File: src/hdl/gle_pkg.sv
// ----------------------------------------------------------------------------
// gle_pkg: shared types and constants for the geodetic to local ENU block
// Operand widths of the serial units, WGS84 constants, CORDIC arctangents.
// ----------------------------------------------------------------------------
`timescale 1ns / 1ps

package gle_pkg;

  localparam int unsigned TRIG_ITER_DEF = 24;

  // serial multiplier: signed operands, full product, Q30-rounded product
  localparam int unsigned MW   = 34;
  localparam int unsigned PW   = 2 * MW;
  localparam int unsigned RW   = PW - 30;
  localparam int unsigned MCW  = $clog2(MW);

  // divide / square root unit
  localparam int unsigned NW   = 62;
  localparam int unsigned DCW  = $clog2(NW);

  // ENU accumulators
  localparam int unsigned AW   = 40;

  localparam logic signed [33:0] CORDIC_K   = 34'sd652032874;
  localparam logic signed [MW-1:0] E2_Q32   = 34'sd28752144;
  localparam logic [30:0] A_SEMI_256        = 31'd1632803072;

  typedef enum logic [0:0] {
    DS_DIV,
    DS_SQRT
  } ds_op_e;

  typedef enum logic [2:0] {
    US_IDLE,
    US_RUN,
    US_FIX,
    US_RND,
    US_DONE
  } unit_state_e;

  typedef enum logic [4:0] {
    ST_IDLE,
    ST_ANG_LAT,
    ST_COR_LAT,
    ST_ANG_LON,
    ST_COR_LON,
    ST_S2,
    ST_E2S2,
    ST_SQRT,
    ST_DIVN,
    ST_NE2,
    ST_T1,
    ST_X,
    ST_Y,
    ST_Z,
    ST_ORG,
    ST_DIFF,
    ST_PSC,
    ST_PSS,
    ST_PCC,
    ST_PCS,
    ST_E1,
    ST_E2T,
    ST_N1,
    ST_N2,
    ST_N3,
    ST_U1,
    ST_U2,
    ST_U3,
    ST_OUT
  } seq_state_e;

  // arctangent of 2^-i in binary angle (2^32 per turn), truncated
  function automatic logic [31:0] atan_lut(input logic [4:0] idx);
    logic [31:0] v;
    case (idx)
      5'd0:  v = 32'd536870912;
      5'd1:  v = 32'd316933406;
      5'd2:  v = 32'd167458907;
      5'd3:  v = 32'd85004756;
      5'd4:  v = 32'd42667331;
      5'd5:  v = 32'd21354465;
      5'd6:  v = 32'd10679838;
      5'd7:  v = 32'd5340245;
      5'd8:  v = 32'd2670163;
      5'd9:  v = 32'd1335087;
      5'd10: v = 32'd667544;
      5'd11: v = 32'd333772;
      5'd12: v = 32'd166886;
      5'd13: v = 32'd83443;
      5'd14: v = 32'd41721;
      5'd15: v = 32'd20860;
      5'd16: v = 32'd10430;
      5'd17: v = 32'd5215;
      5'd18: v = 32'd2607;
      5'd19: v = 32'd1303;
      5'd20: v = 32'd651;
      5'd21: v = 32'd325;
      5'd22: v = 32'd162;
      5'd23: v = 32'd81;
      5'd24: v = 32'd40;
      5'd25: v = 32'd20;
      5'd26: v = 32'd10;
      5'd27: v = 32'd5;
      5'd28: v = 32'd2;
      5'd29: v = 32'd1;
      default: v = 32'd0;
    endcase
    return v;
  endfunction

endpackage

File: src/hdl/gle_cordic.sv
// ----------------------------------------------------------------------------
// gle_cordic: iterative rotation CORDIC
// One micro-rotation per cycle; angle folded into +-90 deg before the loop.
// ----------------------------------------------------------------------------
`timescale 1ns / 1ps

module gle_cordic import gle_pkg::*; #(
  parameter int unsigned TRIG_ITERATIONS = TRIG_ITER_DEF
) (
  input  logic               clk_i,
  input  logic               rst_ni,
  input  logic               start_i,
  input  logic [31:0]        ang_i,
  output logic               done_o,
  output logic signed [31:0] sin_o,
  output logic signed [31:0] cos_o
);

  localparam int unsigned CW = $clog2(TRIG_ITERATIONS + 1);

  unit_state_e state_q, state_d;
  logic [CW-1:0] cnt_q;
  logic signed [33:0] x_q, y_q, z_q;
  logic flip_q;
  logic signed [31:0] sin_q, cos_q;

  logic signed [33:0] z_in, z_fold;
  logic flip_in;
  logic [4:0] idx;
  logic signed [33:0] xs, ys, at, x_n, y_n, z_n, nx, ny;

  always_comb begin
    z_in    = 34'(signed'(ang_i));
    z_fold  = z_in;
    flip_in = 1'b0;
    if (z_in > 34'sd1073741824) begin
      z_fold  = z_in - 34'sd2147483648;
      flip_in = 1'b1;
    end else if (z_in < -34'sd1073741824) begin
      z_fold  = z_in + 34'sd2147483648;
      flip_in = 1'b1;
    end
  end

  always_comb begin
    idx = 5'(cnt_q);
    xs  = x_q >>> idx;
    ys  = y_q >>> idx;
    at  = $signed({2'b00, atan_lut(idx)});
    if (!z_q[33]) begin
      x_n = x_q - ys;
      y_n = y_q + xs;
      z_n = z_q - at;
    end else begin
      x_n = x_q + ys;
      y_n = y_q - xs;
      z_n = z_q + at;
    end
    nx = -x_q;
    ny = -y_q;
  end

  always_comb begin
    state_d = state_q;
    case (state_q)
      US_IDLE: if (start_i) state_d = US_RUN;
      US_RUN:  if (cnt_q == CW'(TRIG_ITERATIONS - 1)) state_d = US_FIX;
      US_FIX:  state_d = US_DONE;
      US_DONE: state_d = US_IDLE;
      default: state_d = US_IDLE;
    endcase
  end

  always_comb begin
    done_o = (state_q == US_DONE);
    sin_o  = sin_q;
    cos_o  = cos_q;
  end

  always_ff @(posedge clk_i or negedge rst_ni) begin
    if (!rst_ni) begin
      state_q <= US_IDLE;
      cnt_q   <= '0;
    end else begin
      state_q <= state_d;
      if (state_q == US_IDLE) cnt_q <= '0;
      else if (state_q == US_RUN) cnt_q <= cnt_q + CW'(1);
    end
  end

  always_ff @(posedge clk_i) begin
    case (state_q)
      US_IDLE: begin
        if (start_i) begin
          x_q    <= CORDIC_K;
          y_q    <= '0;
          z_q    <= z_fold;
          flip_q <= flip_in;
        end
      end
      US_RUN: begin
        x_q <= x_n;
        y_q <= y_n;
        z_q <= z_n;
      end
      US_FIX: begin
        sin_q <= flip_q ? ny[31:0] : y_q[31:0];
        cos_q <= flip_q ? nx[31:0] : x_q[31:0];
      end
      default: ;
    endcase
  end

endmodule

File: src/hdl/gle_mul.sv
// ----------------------------------------------------------------------------
// gle_mul: bit-serial signed multiplier
// Shift-add on magnitudes, one multiplier bit per cycle, then sign and Q30
// rounding (add half, arithmetic shift) in two registered steps.
// ----------------------------------------------------------------------------
`timescale 1ns / 1ps

module gle_mul import gle_pkg::*; (
  input  logic                 clk_i,
  input  logic                 rst_ni,
  input  logic                 start_i,
  input  logic signed [MW-1:0] a_i,
  input  logic signed [MW-1:0] b_i,
  output logic                 done_o,
  output logic signed [PW-1:0] prod_o,
  output logic signed [RW-1:0] rnd_o
);

  unit_state_e state_q, state_d;
  logic [MCW-1:0] cnt_q;
  logic [MW-1:0] amag_q;
  logic [PW-1:0] acc_q;
  logic neg_q;
  logic signed [PW-1:0] prod_q;
  logic signed [RW-1:0] rnd_q;

  logic [MW:0] sum;
  logic signed [PW-1:0] rsum;
  logic [MW-1:0] bmag;

  always_comb begin
    sum  = {1'b0, acc_q[PW-1:MW]} + (acc_q[0] ? {1'b0, amag_q} : '0);
    rsum = prod_q + (PW'(1) <<< 29);
    bmag = b_i[MW-1] ? unsigned'(-b_i) : unsigned'(b_i);
  end

  always_comb begin
    state_d = state_q;
    case (state_q)
      US_IDLE: if (start_i) state_d = US_RUN;
      US_RUN:  if (cnt_q == MCW'(MW - 1)) state_d = US_FIX;
      US_FIX:  state_d = US_RND;
      US_RND:  state_d = US_DONE;
      US_DONE: state_d = US_IDLE;
      default: state_d = US_IDLE;
    endcase
  end

  always_comb begin
    done_o = (state_q == US_DONE);
    prod_o = prod_q;
    rnd_o  = rnd_q;
  end

  always_ff @(posedge clk_i or negedge rst_ni) begin
    if (!rst_ni) begin
      state_q <= US_IDLE;
      cnt_q   <= '0;
    end else begin
      state_q <= state_d;
      if (state_q == US_IDLE) cnt_q <= '0;
      else if (state_q == US_RUN) cnt_q <= cnt_q + MCW'(1);
    end
  end

  always_ff @(posedge clk_i) begin
    case (state_q)
      US_IDLE: begin
        if (start_i) begin
          amag_q <= a_i[MW-1] ? unsigned'(-a_i) : unsigned'(a_i);
          acc_q  <= {{MW{1'b0}}, bmag};
          neg_q  <= a_i[MW-1] ^ b_i[MW-1];
        end
      end
      US_RUN: acc_q  <= {sum, acc_q[MW-1:1]};
      US_FIX: prod_q <= neg_q ? -$signed(acc_q) : $signed(acc_q);
      US_RND: rnd_q  <= rsum[PW-1:30];
      default: ;
    endcase
  end

endmodule

File: src/hdl/gle_ds.sv
// ----------------------------------------------------------------------------
// gle_ds: serial restoring divider and square root
// Divide takes one dividend bit per cycle, square root two radicand bits;
// both share the remainder register and the trial subtractor.
// ----------------------------------------------------------------------------
`timescale 1ns / 1ps

module gle_ds import gle_pkg::*; (
  input  logic          clk_i,
  input  logic          rst_ni,
  input  logic          start_i,
  input  ds_op_e        op_i,
  input  logic [NW-1:0] num_i,
  input  logic [31:0]   den_i,
  output logic          done_o,
  output logic [31:0]   res_o
);

  unit_state_e state_q, state_d;
  ds_op_e op_q;
  logic [DCW-1:0] cnt_q;
  logic [NW-1:0] num_q;
  logic [31:0] den_q;
  logic [34:0] rem_q;
  logic [31:0] res_q;

  logic [34:0] t, trial, diff;
  logic ge, last;

  always_comb begin
    if (op_q == DS_SQRT) begin
      t     = {rem_q[32:0], num_q[NW-1:NW-2]};
      trial = {1'b0, res_q, 2'b01};
      last  = (cnt_q == DCW'(NW / 2 - 1));
    end else begin
      t     = {2'b00, rem_q[31:0], num_q[NW-1]};
      trial = {3'b000, den_q};
      last  = (cnt_q == DCW'(NW - 1));
    end
    ge   = (t >= trial);
    diff = t - trial;
  end

  always_comb begin
    state_d = state_q;
    case (state_q)
      US_IDLE: if (start_i) state_d = US_RUN;
      US_RUN:  if (last) state_d = US_DONE;
      US_DONE: state_d = US_IDLE;
      default: state_d = US_IDLE;
    endcase
  end

  always_comb begin
    done_o = (state_q == US_DONE);
    res_o  = res_q;
  end

  always_ff @(posedge clk_i or negedge rst_ni) begin
    if (!rst_ni) begin
      state_q <= US_IDLE;
      cnt_q   <= '0;
    end else begin
      state_q <= state_d;
      if (state_q == US_IDLE) cnt_q <= '0;
      else if (state_q == US_RUN) cnt_q <= cnt_q + DCW'(1);
    end
  end

  always_ff @(posedge clk_i) begin
    case (state_q)
      US_IDLE: begin
        if (start_i) begin
          op_q  <= op_i;
          num_q <= num_i;
          den_q <= den_i;
          rem_q <= '0;
          res_q <= '0;
        end
      end
      US_RUN: begin
        rem_q <= ge ? diff : t;
        res_q <= {res_q[30:0], ge};
        num_q <= (op_q == DS_SQRT) ? {num_q[NW-3:0], 2'b00} : {num_q[NW-2:0], 1'b0};
      end
      default: ;
    endcase
  end

endmodule

File: src/hdl/geodetic_to_local_enu.sv
// ----------------------------------------------------------------------------
// geodetic_to_local_enu: WGS84 fix to east/north/up offsets from an origin
// Input words (s_axis) carry latitude, longitude (2^-22 deg) and altitude
// (1/256 m); tuser = 1 makes the fix the new origin. The first fix after
// reset always becomes the origin. Each input word gives one output word
// (m_axis): east, north, up in 1/256 m, saturated to 33 bits, and tuser set
// when that fix was taken as the origin (offsets then read zero).
// A sequencer walks each fix through shared serial units: a divider/square
// root (one dividend bit per cycle), an iterative CORDIC (one step per
// cycle) and a bit-serial multiplier that runs 19 products. Most of the
// time per word goes to the multiplier; one fix is in work at a time
// and tready is high only while the sequencer is idle.
// The result sits in an output register: a new fix is taken while it waits,
// and a stalled receiver only holds the sequencer at its last step.
// Reset clears the origin and drops both valids; no clearing pass.
// ----------------------------------------------------------------------------
`timescale 1ns / 1ps

module geodetic_to_local_enu import gle_pkg::*; #(
  parameter int unsigned TRIG_ITERATIONS = TRIG_ITER_DEF
) (
  input  logic         clk_i,
  input  logic         rst_ni,
  input  logic         s_axis_tvalid,
  output logic         s_axis_tready,
  input  logic [87:0]  s_axis_tdata,   // latitude[29:0], longitude[60:30], altitude[86:61]
  input  logic [0:0]   s_axis_tuser,   // action
  output logic         m_axis_tvalid,
  input  logic         m_axis_tready,
  output logic [103:0] m_axis_tdata,   // east[32:0], north[65:33], up[98:66]
  output logic [0:0]   m_axis_tuser    // origin_taken
);

  seq_state_e state_q, state_d;
  logic issued_q;

  logic act_q;
  logic signed [29:0] lat_q;
  logic signed [30:0] lon_q;
  logic signed [25:0] alt_q;

  logic [31:0] bang_q;
  logic signed [31:0] sl_q, cl_q, so_q, co_q;
  logic signed [MW-1:0] tmp_q, hn_q, hz_q, t1_q;
  logic [30:0] root_q;
  logic [31:0] n_q;
  logic signed [31:0] x_q, y_q, z_q;
  logic org_vld_q, taken_q;
  logic signed [31:0] ox_q, oy_q, oz_q, osl_q, ocl_q, oso_q, oco_q;
  logic signed [32:0] dx_q, dy_q, dz_q;
  logic signed [MW-1:0] psc_q, pss_q, pcc_q, pcs_q;
  logic signed [AW-1:0] e_q, n_acc_q, u_q;
  logic [103:0] out_q;
  logic out_user_q, m_valid_q;

  // unit handshakes
  logic mul_go, ds_go, cor_go, mul_start, ds_start, cor_start;
  logic mul_done, ds_done, cor_done, op_done;
  logic signed [MW-1:0] mul_a, mul_b;
  logic signed [PW-1:0] mul_prod;
  logic signed [RW-1:0] mul_rnd;
  ds_op_e ds_op;
  logic [NW-1:0] ds_num;
  logic [31:0] ds_den, ds_res;
  logic signed [31:0] cor_sin, cor_cos;

  logic signed [30:0] deg_s;
  logic signed [37:0] tsh;
  logic [37:0] tmag;
  logic signed [AW-1:0] rnd_ext;
  logic out_load;

  function automatic logic signed [31:0] sat32(input logic signed [RW-1:0] v);
    logic ovf;
    ovf = (v[RW-1:31] != {(RW - 31){v[RW-1]}});
    if (!ovf) return v[31:0];
    else if (v[RW-1]) return {1'b1, 31'b0};
    else return {1'b0, {31{1'b1}}};
  endfunction

  function automatic logic [32:0] sat33(input logic signed [AW-1:0] v);
    logic ovf;
    ovf = (v[AW-1:32] != {(AW - 32){v[AW-1]}});
    if (!ovf) return v[32:0];
    else if (v[AW-1]) return {1'b1, 32'b0};
    else return {1'b0, {32{1'b1}}};
  endfunction

  assign s_axis_tready = (state_q == ST_IDLE);
  assign m_axis_tvalid = m_valid_q;
  assign m_axis_tdata  = out_q;
  assign m_axis_tuser  = out_user_q;

  assign op_done  = mul_done | ds_done | cor_done;
  assign out_load = (state_q == ST_OUT) && (!m_valid_q || m_axis_tready);
  assign rnd_ext  = AW'(mul_rnd);

  // degrees to binary angle: magnitude of deg*128, plus 22, over 45
  always_comb begin
    deg_s = (state_q == ST_ANG_LAT) ? 31'(lat_q) : lon_q;
    tsh   = {deg_s, 7'b0};
    tmag  = (deg_s[30] ? unsigned'(-tsh) : unsigned'(tsh)) + 38'd22;
  end

  // next state
  always_comb begin
    state_d = state_q;
    case (state_q)
      ST_IDLE:    if (s_axis_tvalid) state_d = ST_ANG_LAT;
      ST_ANG_LAT: if (op_done) state_d = ST_COR_LAT;
      ST_COR_LAT: if (op_done) state_d = ST_ANG_LON;
      ST_ANG_LON: if (op_done) state_d = ST_COR_LON;
      ST_COR_LON: if (op_done) state_d = ST_S2;
      ST_S2:      if (op_done) state_d = ST_E2S2;
      ST_E2S2:    if (op_done) state_d = ST_SQRT;
      ST_SQRT:    if (op_done) state_d = ST_DIVN;
      ST_DIVN:    if (op_done) state_d = ST_NE2;
      ST_NE2:     if (op_done) state_d = ST_T1;
      ST_T1:      if (op_done) state_d = ST_X;
      ST_X:       if (op_done) state_d = ST_Y;
      ST_Y:       if (op_done) state_d = ST_Z;
      ST_Z:       if (op_done) state_d = ST_ORG;
      ST_ORG:     state_d = ST_DIFF;
      ST_DIFF:    state_d = ST_PSC;
      ST_PSC:     if (op_done) state_d = ST_PSS;
      ST_PSS:     if (op_done) state_d = ST_PCC;
      ST_PCC:     if (op_done) state_d = ST_PCS;
      ST_PCS:     if (op_done) state_d = ST_E1;
      ST_E1:      if (op_done) state_d = ST_E2T;
      ST_E2T:     if (op_done) state_d = ST_N1;
      ST_N1:      if (op_done) state_d = ST_N2;
      ST_N2:      if (op_done) state_d = ST_N3;
      ST_N3:      if (op_done) state_d = ST_U1;
      ST_U1:      if (op_done) state_d = ST_U2;
      ST_U2:      if (op_done) state_d = ST_U3;
      ST_U3:      if (op_done) state_d = ST_OUT;
      ST_OUT:     if (out_load) state_d = ST_IDLE;
      default:    state_d = ST_IDLE;
    endcase
  end

  // unit selection and operands
  always_comb begin
    mul_go = 1'b0;
    ds_go  = 1'b0;
    cor_go = 1'b0;
    mul_a  = '0;
    mul_b  = '0;
    ds_op  = DS_DIV;
    ds_num = '0;
    ds_den = '0;
    case (state_q)
      ST_ANG_LAT, ST_ANG_LON: begin
        ds_go  = 1'b1;
        ds_num = NW'(tmag);
        ds_den = 32'd45;
      end
      ST_COR_LAT, ST_COR_LON: cor_go = 1'b1;
      ST_S2: begin
        mul_go = 1'b1;
        mul_a  = MW'(sl_q);
        mul_b  = MW'(sl_q);
      end
      ST_E2S2: begin
        mul_go = 1'b1;
        mul_a  = E2_Q32;
        mul_b  = tmp_q;
      end
      ST_SQRT: begin
        ds_go  = 1'b1;
        ds_op  = DS_SQRT;
        ds_num = {1'b0, tmp_q[30:0], 30'b0};
      end
      ST_DIVN: begin
        ds_go  = 1'b1;
        ds_num = {1'b0, A_SEMI_256, root_q[30:1]};
        ds_den = {1'b0, root_q};
      end
      ST_NE2: begin
        mul_go = 1'b1;
        mul_a  = $signed({2'b00, n_q});
        mul_b  = E2_Q32;
      end
      ST_T1: begin
        mul_go = 1'b1;
        mul_a  = hn_q;
        mul_b  = MW'(cl_q);
      end
      ST_X: begin
        mul_go = 1'b1;
        mul_a  = t1_q;
        mul_b  = MW'(co_q);
      end
      ST_Y: begin
        mul_go = 1'b1;
        mul_a  = t1_q;
        mul_b  = MW'(so_q);
      end
      ST_Z: begin
        mul_go = 1'b1;
        mul_a  = hz_q;
        mul_b  = MW'(sl_q);
      end
      ST_PSC: begin
        mul_go = 1'b1;
        mul_a  = MW'(osl_q);
        mul_b  = MW'(oco_q);
      end
      ST_PSS: begin
        mul_go = 1'b1;
        mul_a  = MW'(osl_q);
        mul_b  = MW'(oso_q);
      end
      ST_PCC: begin
        mul_go = 1'b1;
        mul_a  = MW'(ocl_q);
        mul_b  = MW'(oco_q);
      end
      ST_PCS: begin
        mul_go = 1'b1;
        mul_a  = MW'(ocl_q);
        mul_b  = MW'(oso_q);
      end
      ST_E1: begin
        mul_go = 1'b1;
        mul_a  = MW'(oso_q);
        mul_b  = MW'(dx_q);
      end
      ST_E2T: begin
        mul_go = 1'b1;
        mul_a  = MW'(oco_q);
        mul_b  = MW'(dy_q);
      end
      ST_N1: begin
        mul_go = 1'b1;
        mul_a  = psc_q;
        mul_b  = MW'(dx_q);
      end
      ST_N2: begin
        mul_go = 1'b1;
        mul_a  = pss_q;
        mul_b  = MW'(dy_q);
      end
      ST_N3: begin
        mul_go = 1'b1;
        mul_a  = MW'(ocl_q);
        mul_b  = MW'(dz_q);
      end
      ST_U1: begin
        mul_go = 1'b1;
        mul_a  = pcc_q;
        mul_b  = MW'(dx_q);
      end
      ST_U2: begin
        mul_go = 1'b1;
        mul_a  = pcs_q;
        mul_b  = MW'(dy_q);
      end
      ST_U3: begin
        mul_go = 1'b1;
        mul_a  = MW'(osl_q);
        mul_b  = MW'(dz_q);
      end
      default: ;
    endcase
    mul_start = mul_go & ~issued_q;
    ds_start  = ds_go & ~issued_q;
    cor_start = cor_go & ~issued_q;
  end

  gle_mul u_mul (
    .clk_i   (clk_i),
    .rst_ni  (rst_ni),
    .start_i (mul_start),
    .a_i     (mul_a),
    .b_i     (mul_b),
    .done_o  (mul_done),
    .prod_o  (mul_prod),
    .rnd_o   (mul_rnd)
  );

  gle_ds u_ds (
    .clk_i   (clk_i),
    .rst_ni  (rst_ni),
    .start_i (ds_start),
    .op_i    (ds_op),
    .num_i   (ds_num),
    .den_i   (ds_den),
    .done_o  (ds_done),
    .res_o   (ds_res)
  );

  gle_cordic #(
    .TRIG_ITERATIONS (TRIG_ITERATIONS)
  ) u_cordic (
    .clk_i   (clk_i),
    .rst_ni  (rst_ni),
    .start_i (cor_start),
    .ang_i   (bang_q),
    .done_o  (cor_done),
    .sin_o   (cor_sin),
    .cos_o   (cor_cos)
  );

  always_ff @(posedge clk_i or negedge rst_ni) begin
    if (!rst_ni) begin
      state_q   <= ST_IDLE;
      issued_q  <= 1'b0;
      org_vld_q <= 1'b0;
      m_valid_q <= 1'b0;
    end else begin
      state_q  <= state_d;
      issued_q <= (issued_q | mul_start | ds_start | cor_start) & ~op_done;
      if (state_q == ST_ORG) org_vld_q <= 1'b1;
      if (out_load) m_valid_q <= 1'b1;
      else if (m_axis_tready) m_valid_q <= 1'b0;
    end
  end

  // datapath
  always_ff @(posedge clk_i) begin
    if (state_q == ST_IDLE && s_axis_tvalid) begin
      act_q <= s_axis_tuser[0];
      lat_q <= s_axis_tdata[29:0];
      lon_q <= s_axis_tdata[60:30];
      alt_q <= s_axis_tdata[86:61];
    end
    if (op_done) begin
      case (state_q)
        ST_ANG_LAT, ST_ANG_LON: bang_q <= deg_s[30] ? -ds_res : ds_res;
        ST_COR_LAT: begin
          sl_q <= cor_sin;
          cl_q <= cor_cos;
        end
        ST_COR_LON: begin
          so_q <= cor_sin;
          co_q <= cor_cos;
        end
        ST_S2:   tmp_q <= mul_prod[30+MW-1:30];
        ST_E2S2: tmp_q <= (MW'(1) <<< 30) - $signed(mul_prod[32+MW-1:32]);
        ST_SQRT: root_q <= (ds_res[30:0] == '0) ? 31'd1 : ds_res[30:0];
        ST_DIVN: begin
          n_q  <= ds_res;
          hn_q <= MW'(alt_q) + $signed({2'b00, ds_res});
        end
        ST_NE2:  hz_q <= hn_q - $signed(mul_prod[32+MW-1:32]);
        ST_T1:   t1_q <= mul_rnd[MW-1:0];
        ST_X:    x_q <= sat32(mul_rnd);
        ST_Y:    y_q <= sat32(mul_rnd);
        ST_Z:    z_q <= sat32(mul_rnd);
        ST_PSC:  psc_q <= mul_rnd[MW-1:0];
        ST_PSS:  pss_q <= mul_rnd[MW-1:0];
        ST_PCC:  pcc_q <= mul_rnd[MW-1:0];
        ST_PCS:  pcs_q <= mul_rnd[MW-1:0];
        ST_E1:   e_q <= -rnd_ext;
        ST_E2T:  e_q <= e_q + rnd_ext;
        ST_N1:   n_acc_q <= -rnd_ext;
        ST_N2:   n_acc_q <= n_acc_q - rnd_ext;
        ST_N3:   n_acc_q <= n_acc_q + rnd_ext;
        ST_U1:   u_q <= rnd_ext;
        ST_U2:   u_q <= u_q + rnd_ext;
        ST_U3:   u_q <= u_q + rnd_ext;
        default: ;
      endcase
    end
    if (state_q == ST_ORG) begin
      taken_q <= act_q | ~org_vld_q;
      if (act_q || !org_vld_q) begin
        ox_q  <= x_q;
        oy_q  <= y_q;
        oz_q  <= z_q;
        osl_q <= sl_q;
        ocl_q <= cl_q;
        oso_q <= so_q;
        oco_q <= co_q;
      end
    end
    if (state_q == ST_DIFF) begin
      dx_q <= 33'(x_q) - 33'(ox_q);
      dy_q <= 33'(y_q) - 33'(oy_q);
      dz_q <= 33'(z_q) - 33'(oz_q);
    end
    if (out_load) begin
      out_q      <= {5'b0, sat33(u_q), sat33(n_acc_q), sat33(e_q)};
      out_user_q <= taken_q;
    end
  end

`ifndef SYNTH
  a_idle_no_issue: assert property (@(posedge clk_i) disable iff (!rst_ni)
    (state_q == ST_IDLE) |-> !issued_q)
    else $error("unit request outstanding while idle");

  a_one_done: assert property (@(posedge clk_i) disable iff (!rst_ni)
    $onehot0({mul_done, ds_done, cor_done}))
    else $error("more than one unit finished at once");

  a_origin_sticky: assert property (@(posedge clk_i) disable iff (!rst_ni)
    org_vld_q |=> org_vld_q)
    else $error("origin lost without reset");

  a_taken_zero: assert property (@(posedge clk_i) disable iff (!rst_ni)
    (m_axis_tvalid && m_axis_tuser[0]) |-> (m_axis_tdata == '0))
    else $error("origin word with nonzero offsets");

  a_out_from_seq: assert property (@(posedge clk_i) disable iff (!rst_ni)
    $rose(m_valid_q) |-> $past(state_q == ST_OUT))
    else $error("output valid raised outside final step");
`endif

endmodule
File: config.mk
export PLATFORM = sky130hd
export DESIGN_NAME = geodetic_to_local_enu
export DESIGN_NICKNAME = d
export VERILOG_FILES = /design/src/hdl/gle_pkg.sv /design/src/hdl/gle_cordic.sv /design/src/hdl/gle_mul.sv /design/src/hdl/gle_ds.sv /design/src/hdl/geodetic_to_local_enu.sv
export SDC_FILE = /design/constraint.sdc
export NUM_CORES = 2
export LEC_CHECK = 0
export BUFFER_PORTS_ARGS = -buffer_cell sky130_fd_sc_hd__buf_2
export CAP_MARGIN = 20
export CORE_UTILIZATION = 25
export DETAILED_ROUTE_END_ITERATION = 8
export PLACE_DENSITY = 0.37
export RECOVER_POWER = 25
export SYNTH_ARGS = -nofsm -noshare
export SYNTH_HDL_FRONTEND = slang
export SYNTH_HIERARCHICAL = 1
export SYNTH_SLANG_ARGS = --single-unit
File: constraint.sdc
create_clock -name clk_i -period 8.9 [get_ports clk_i]
set_clock_uncertainty 0.15 [all_clocks]
set_input_delay 1.78 -clock clk_i [delete_from_list [all_inputs] [get_ports clk_i]]
set_output_delay 1.78 -clock clk_i [all_outputs]
set_load 0.01 [all_outputs]
==> results.md <==
- Root buffer cell: clkbuf_16
- CTS clk-pin slew, worst paths: 0.06 ns
- RePlAce Congestion: 0.899
- TritonCTS clock tree: yes
- Row cnt: 237
- Critical Setup Path Class: flip-flop to flip-flop
- Fin. max-slew vios: just under 600
- P_int: ~26 mW
- Non-Filler Instances: 15300
- DRC Markers: 0
- Violated checks: capacitance limit, slew limit
- GRT Total Usage: between 10% and 20%
- Crit-path max FO: 46
- NetSw: 20.5 mW
- Pin count of the biggest net entering global routing: 129
- Hold Path Class: flip-flop to flip-flop
- Count of final hold-check violations: 0
- R2r endpoint: u_cordic/x_q[33]
- Worst setup path end: u_cordic/x_q[33]
- Sum of negative setup slack: 0 ns
- Critical Path RT: 9.39 ns
- Number of max-cap violations: 25
- Leak: 43.2 nW
- Unrepaired setup endpoints after global routing: false
- First-pass GRT wire length: roughly 570000 um
- Cts repair resizes: 0
- Pwr dens: 387 nW/um^2
- Finished Core Util: 28.7%
- Setup crit start kind: flip-flop
- Initial drt markers: 7462
- DR vias/cell: between 5 and 6
- Register area: 52800 um^2
- Worst vdd ir: 268 uV
- Final wirelength: 408000 um
- # H-tree levels: 4
- Status: finished with violations
- Final HPWL DP: between 300000 and 400000 um
- Hold Crit Start: cl_q[18]
- Initial antenna violation count: 36
- Seq pwr share: 28.1%
- Share of post-route cells with drive strength above 1: between 10% and 20%
- Post-Synthesis Cell Area: 105000 um^2
- Ys Warns: 6
- Reg2Reg Setup Slack: 1.35 ns
- Multi-input gate area: between 40000 and 50000 um^2
- Crit. End Element: flip-flop
- Core Footprint: approximately 420000 um^2
- Total iterations of the first detailed-routing run: 7
- Setup violators final: 0
- Syn Area/Cell: between 10 and 15 um^2
- Die ar.: 422000 um^2
- Clk pwr share: 19.5%
- Worst skew pair latency: 0.92 ns
- R2r worst-path depth: 21
- Cts hold-fix bufs: 0
- Min cycle time layout: 7.55 ns
- Vias in the first global route: just under 80000
- Least-Margin Pin Slew: approximately 3.0 ns
- Post-CTS setup buffer count: 0
- Final Net Count: about 10000
- Inserted Clock Buffers: 211
- Avg WL per Cell: 26.7 um
- Final antenna-violating net count: 0
- Cell Area, Placed: ~110000 um^2
- Max frequency: 0.132 GHz
- Clk sinks: 1763
- Area grow syn2layout: 14.0%
- Fin crit share: 84.8%
- Worst rel slew slack: -99.7%
- DIE WIDTH: approximately 650 um
- Crit path DAT: between 8 and 9 ns
- Fill count: between 40000 and 50000
- Switch share: 44.4%
- Die Y: around 650 um
- R2r startpoint: u_cordic/cnt_q[0]
- Synth Instances: 9480
- Placed insts: around 15000
- Io pins: 200
- Logic gate share of total power: 52.4%
- CP startpoint: u_cordic/cnt_q[0]
- Initial Util: 25.2%
- GRT overflow: 0
- Post-route cell area: 120000 um^2
- Vias: 78600
- Number of I/O port buffers: about 190
- Clock tree buffer depth: 4
-- routing by layer --
| metal | up-vias | global-route usage, % | share of wire (%) |
|---|---|---|---|
| met3 | 504 | 2.42 | 5.6 |
| met5 | - | 0 | 0 |
| met1 | 39600 | 25.6 | 45 |
| met4 | 0 | 5.38 | 3.3 |
| met2 | 2269 | 30.3 | 46 |
| li1 | 36200 | - | - |
-- placed cells by master, fill, tap and decap left out, types with 58 or more instances in the layout --
| master | count |
|---|---|
| o31ai_1 | 82 |
| inv_1 | 317 |
| o21ai_0 | 615 |
| clkbuf_16 | 213 |
| buf_4 | 181 |
| xor2_1 | 295 |
| a211oi_1 | 60 |
| a21o_1 | 314 |
| nand4_1 | 106 |
| and3_1 | 107 |
| and2_1 | 116 |
| nor3_1 | 160 |
| a22oi_1 | 158 |
| mux2_2 | 70 |
| clkbuf_1 | 90 |
| ha_1 | 476 |
| mux2i_1 | 249 |
| nand3_1 | 191 |
| a31oi_1 | 90 |
| nand2_1 | 774 |
| buf_2 | 188 |
| a221oi_1 | 72 |
| nor2_1 | 519 |
| a21oi_1 | 522 |
| mux4_2 | 79 |
| o21a_1 | 62 |
| o21bai_1 | 98 |
| nor2b_1 | 77 |
| xnor2_1 | 499 |
| edfxtp_1 | 1730 |
| or3_1 | 58 |
| nand2b_1 | 86 |
| a222oi_1 | 58 |
-- how the worst min path moves through the flow --
stage                               to  slack, ns  depth (start not counted)
after detailed placement     oco_q[23]       0.28                          0
final                        ocl_q[18]       0.28                          0
after global placement         co_q[2]       0.28                          0
after CTS                    oco_q[27]       0.28                          0
after global routing         oco_q[27]       0.29                          0
after floorplan           m_axis_tuser       0.25                          0
-- critical path, stage by stage, from the launching register on --
cell	delay, ns
dfrtp_4	0.91
buf_12	0.34
buf_4	0.25
mux4_2	0.50
mux2i_1	0.33
o22ai_1	0.19
a211oi_2	0.32
nand3_1	0.22
nor3_4	0.57
a21oi_1	0.16
xor2_1	0.17
ha_1	0.34
and2_1	0.24
and4_1	0.24
a221oi_1	0.29
o211ai_1	0.27
a31oi_1	0.42
o21ai_0	0.38
a221o_1	0.45
a31oi_1	0.24
xnor2_1	0.15
nor2_1	0.05
-- registers in the layout, summed over array words and instances (netlist names), 38 cells and up --
name          count
m_axis_tdata     99
u_q              40
u_mul/acc_q      68
u_mul/rnd_o      38
e_q              40
n_acc_q          40
u_ds/num_q       62
u_mul/prod_o     39
-- layout make-up --
| class | instances | share of cell area [%] |
|---|---|---|
| Antenna cell | 16 | 0.0335 |
| Tap cell | 5497 | 5.75 |
| Timing Repair Buffer | 439 | 2.20 |
| Clock buffer | 245 | 4.62 |
| Inverter | 321 | 1.01 |
| Sequential cell | 1763 | 44.1 |
| Clock inverter | 146 | 1.26 |
| Multi-Input combinational cell | 6852 | 41.0 |
-- power by group through the flow --
stage	sequential [mW]	clock, mW	combinational (mW)
after floorplan	12.3	0	17.3
after global placement	13.2	0	24.1
after detailed placement	13.1	0	24.1
after CTS	13.0	9.30	24.3
after global routing	13.2	9.55	26.5
final	13.0	9.02	24.2
-- stage by stage --
step,hold WS (ns),setup slack [ns],total power [mW]
2_1_floorplan,0.250,0.132,29.6
3_3_place_gp,0.282,1.40,37.2
3_5_place_dp,0.281,1.42,37.3
4_1_cts,0.276,1.40,46.6
5_1_grt,0.286,0.868,49.2
6_report,0.283,1.35,46.3
(Power assumes the default switching activity.)
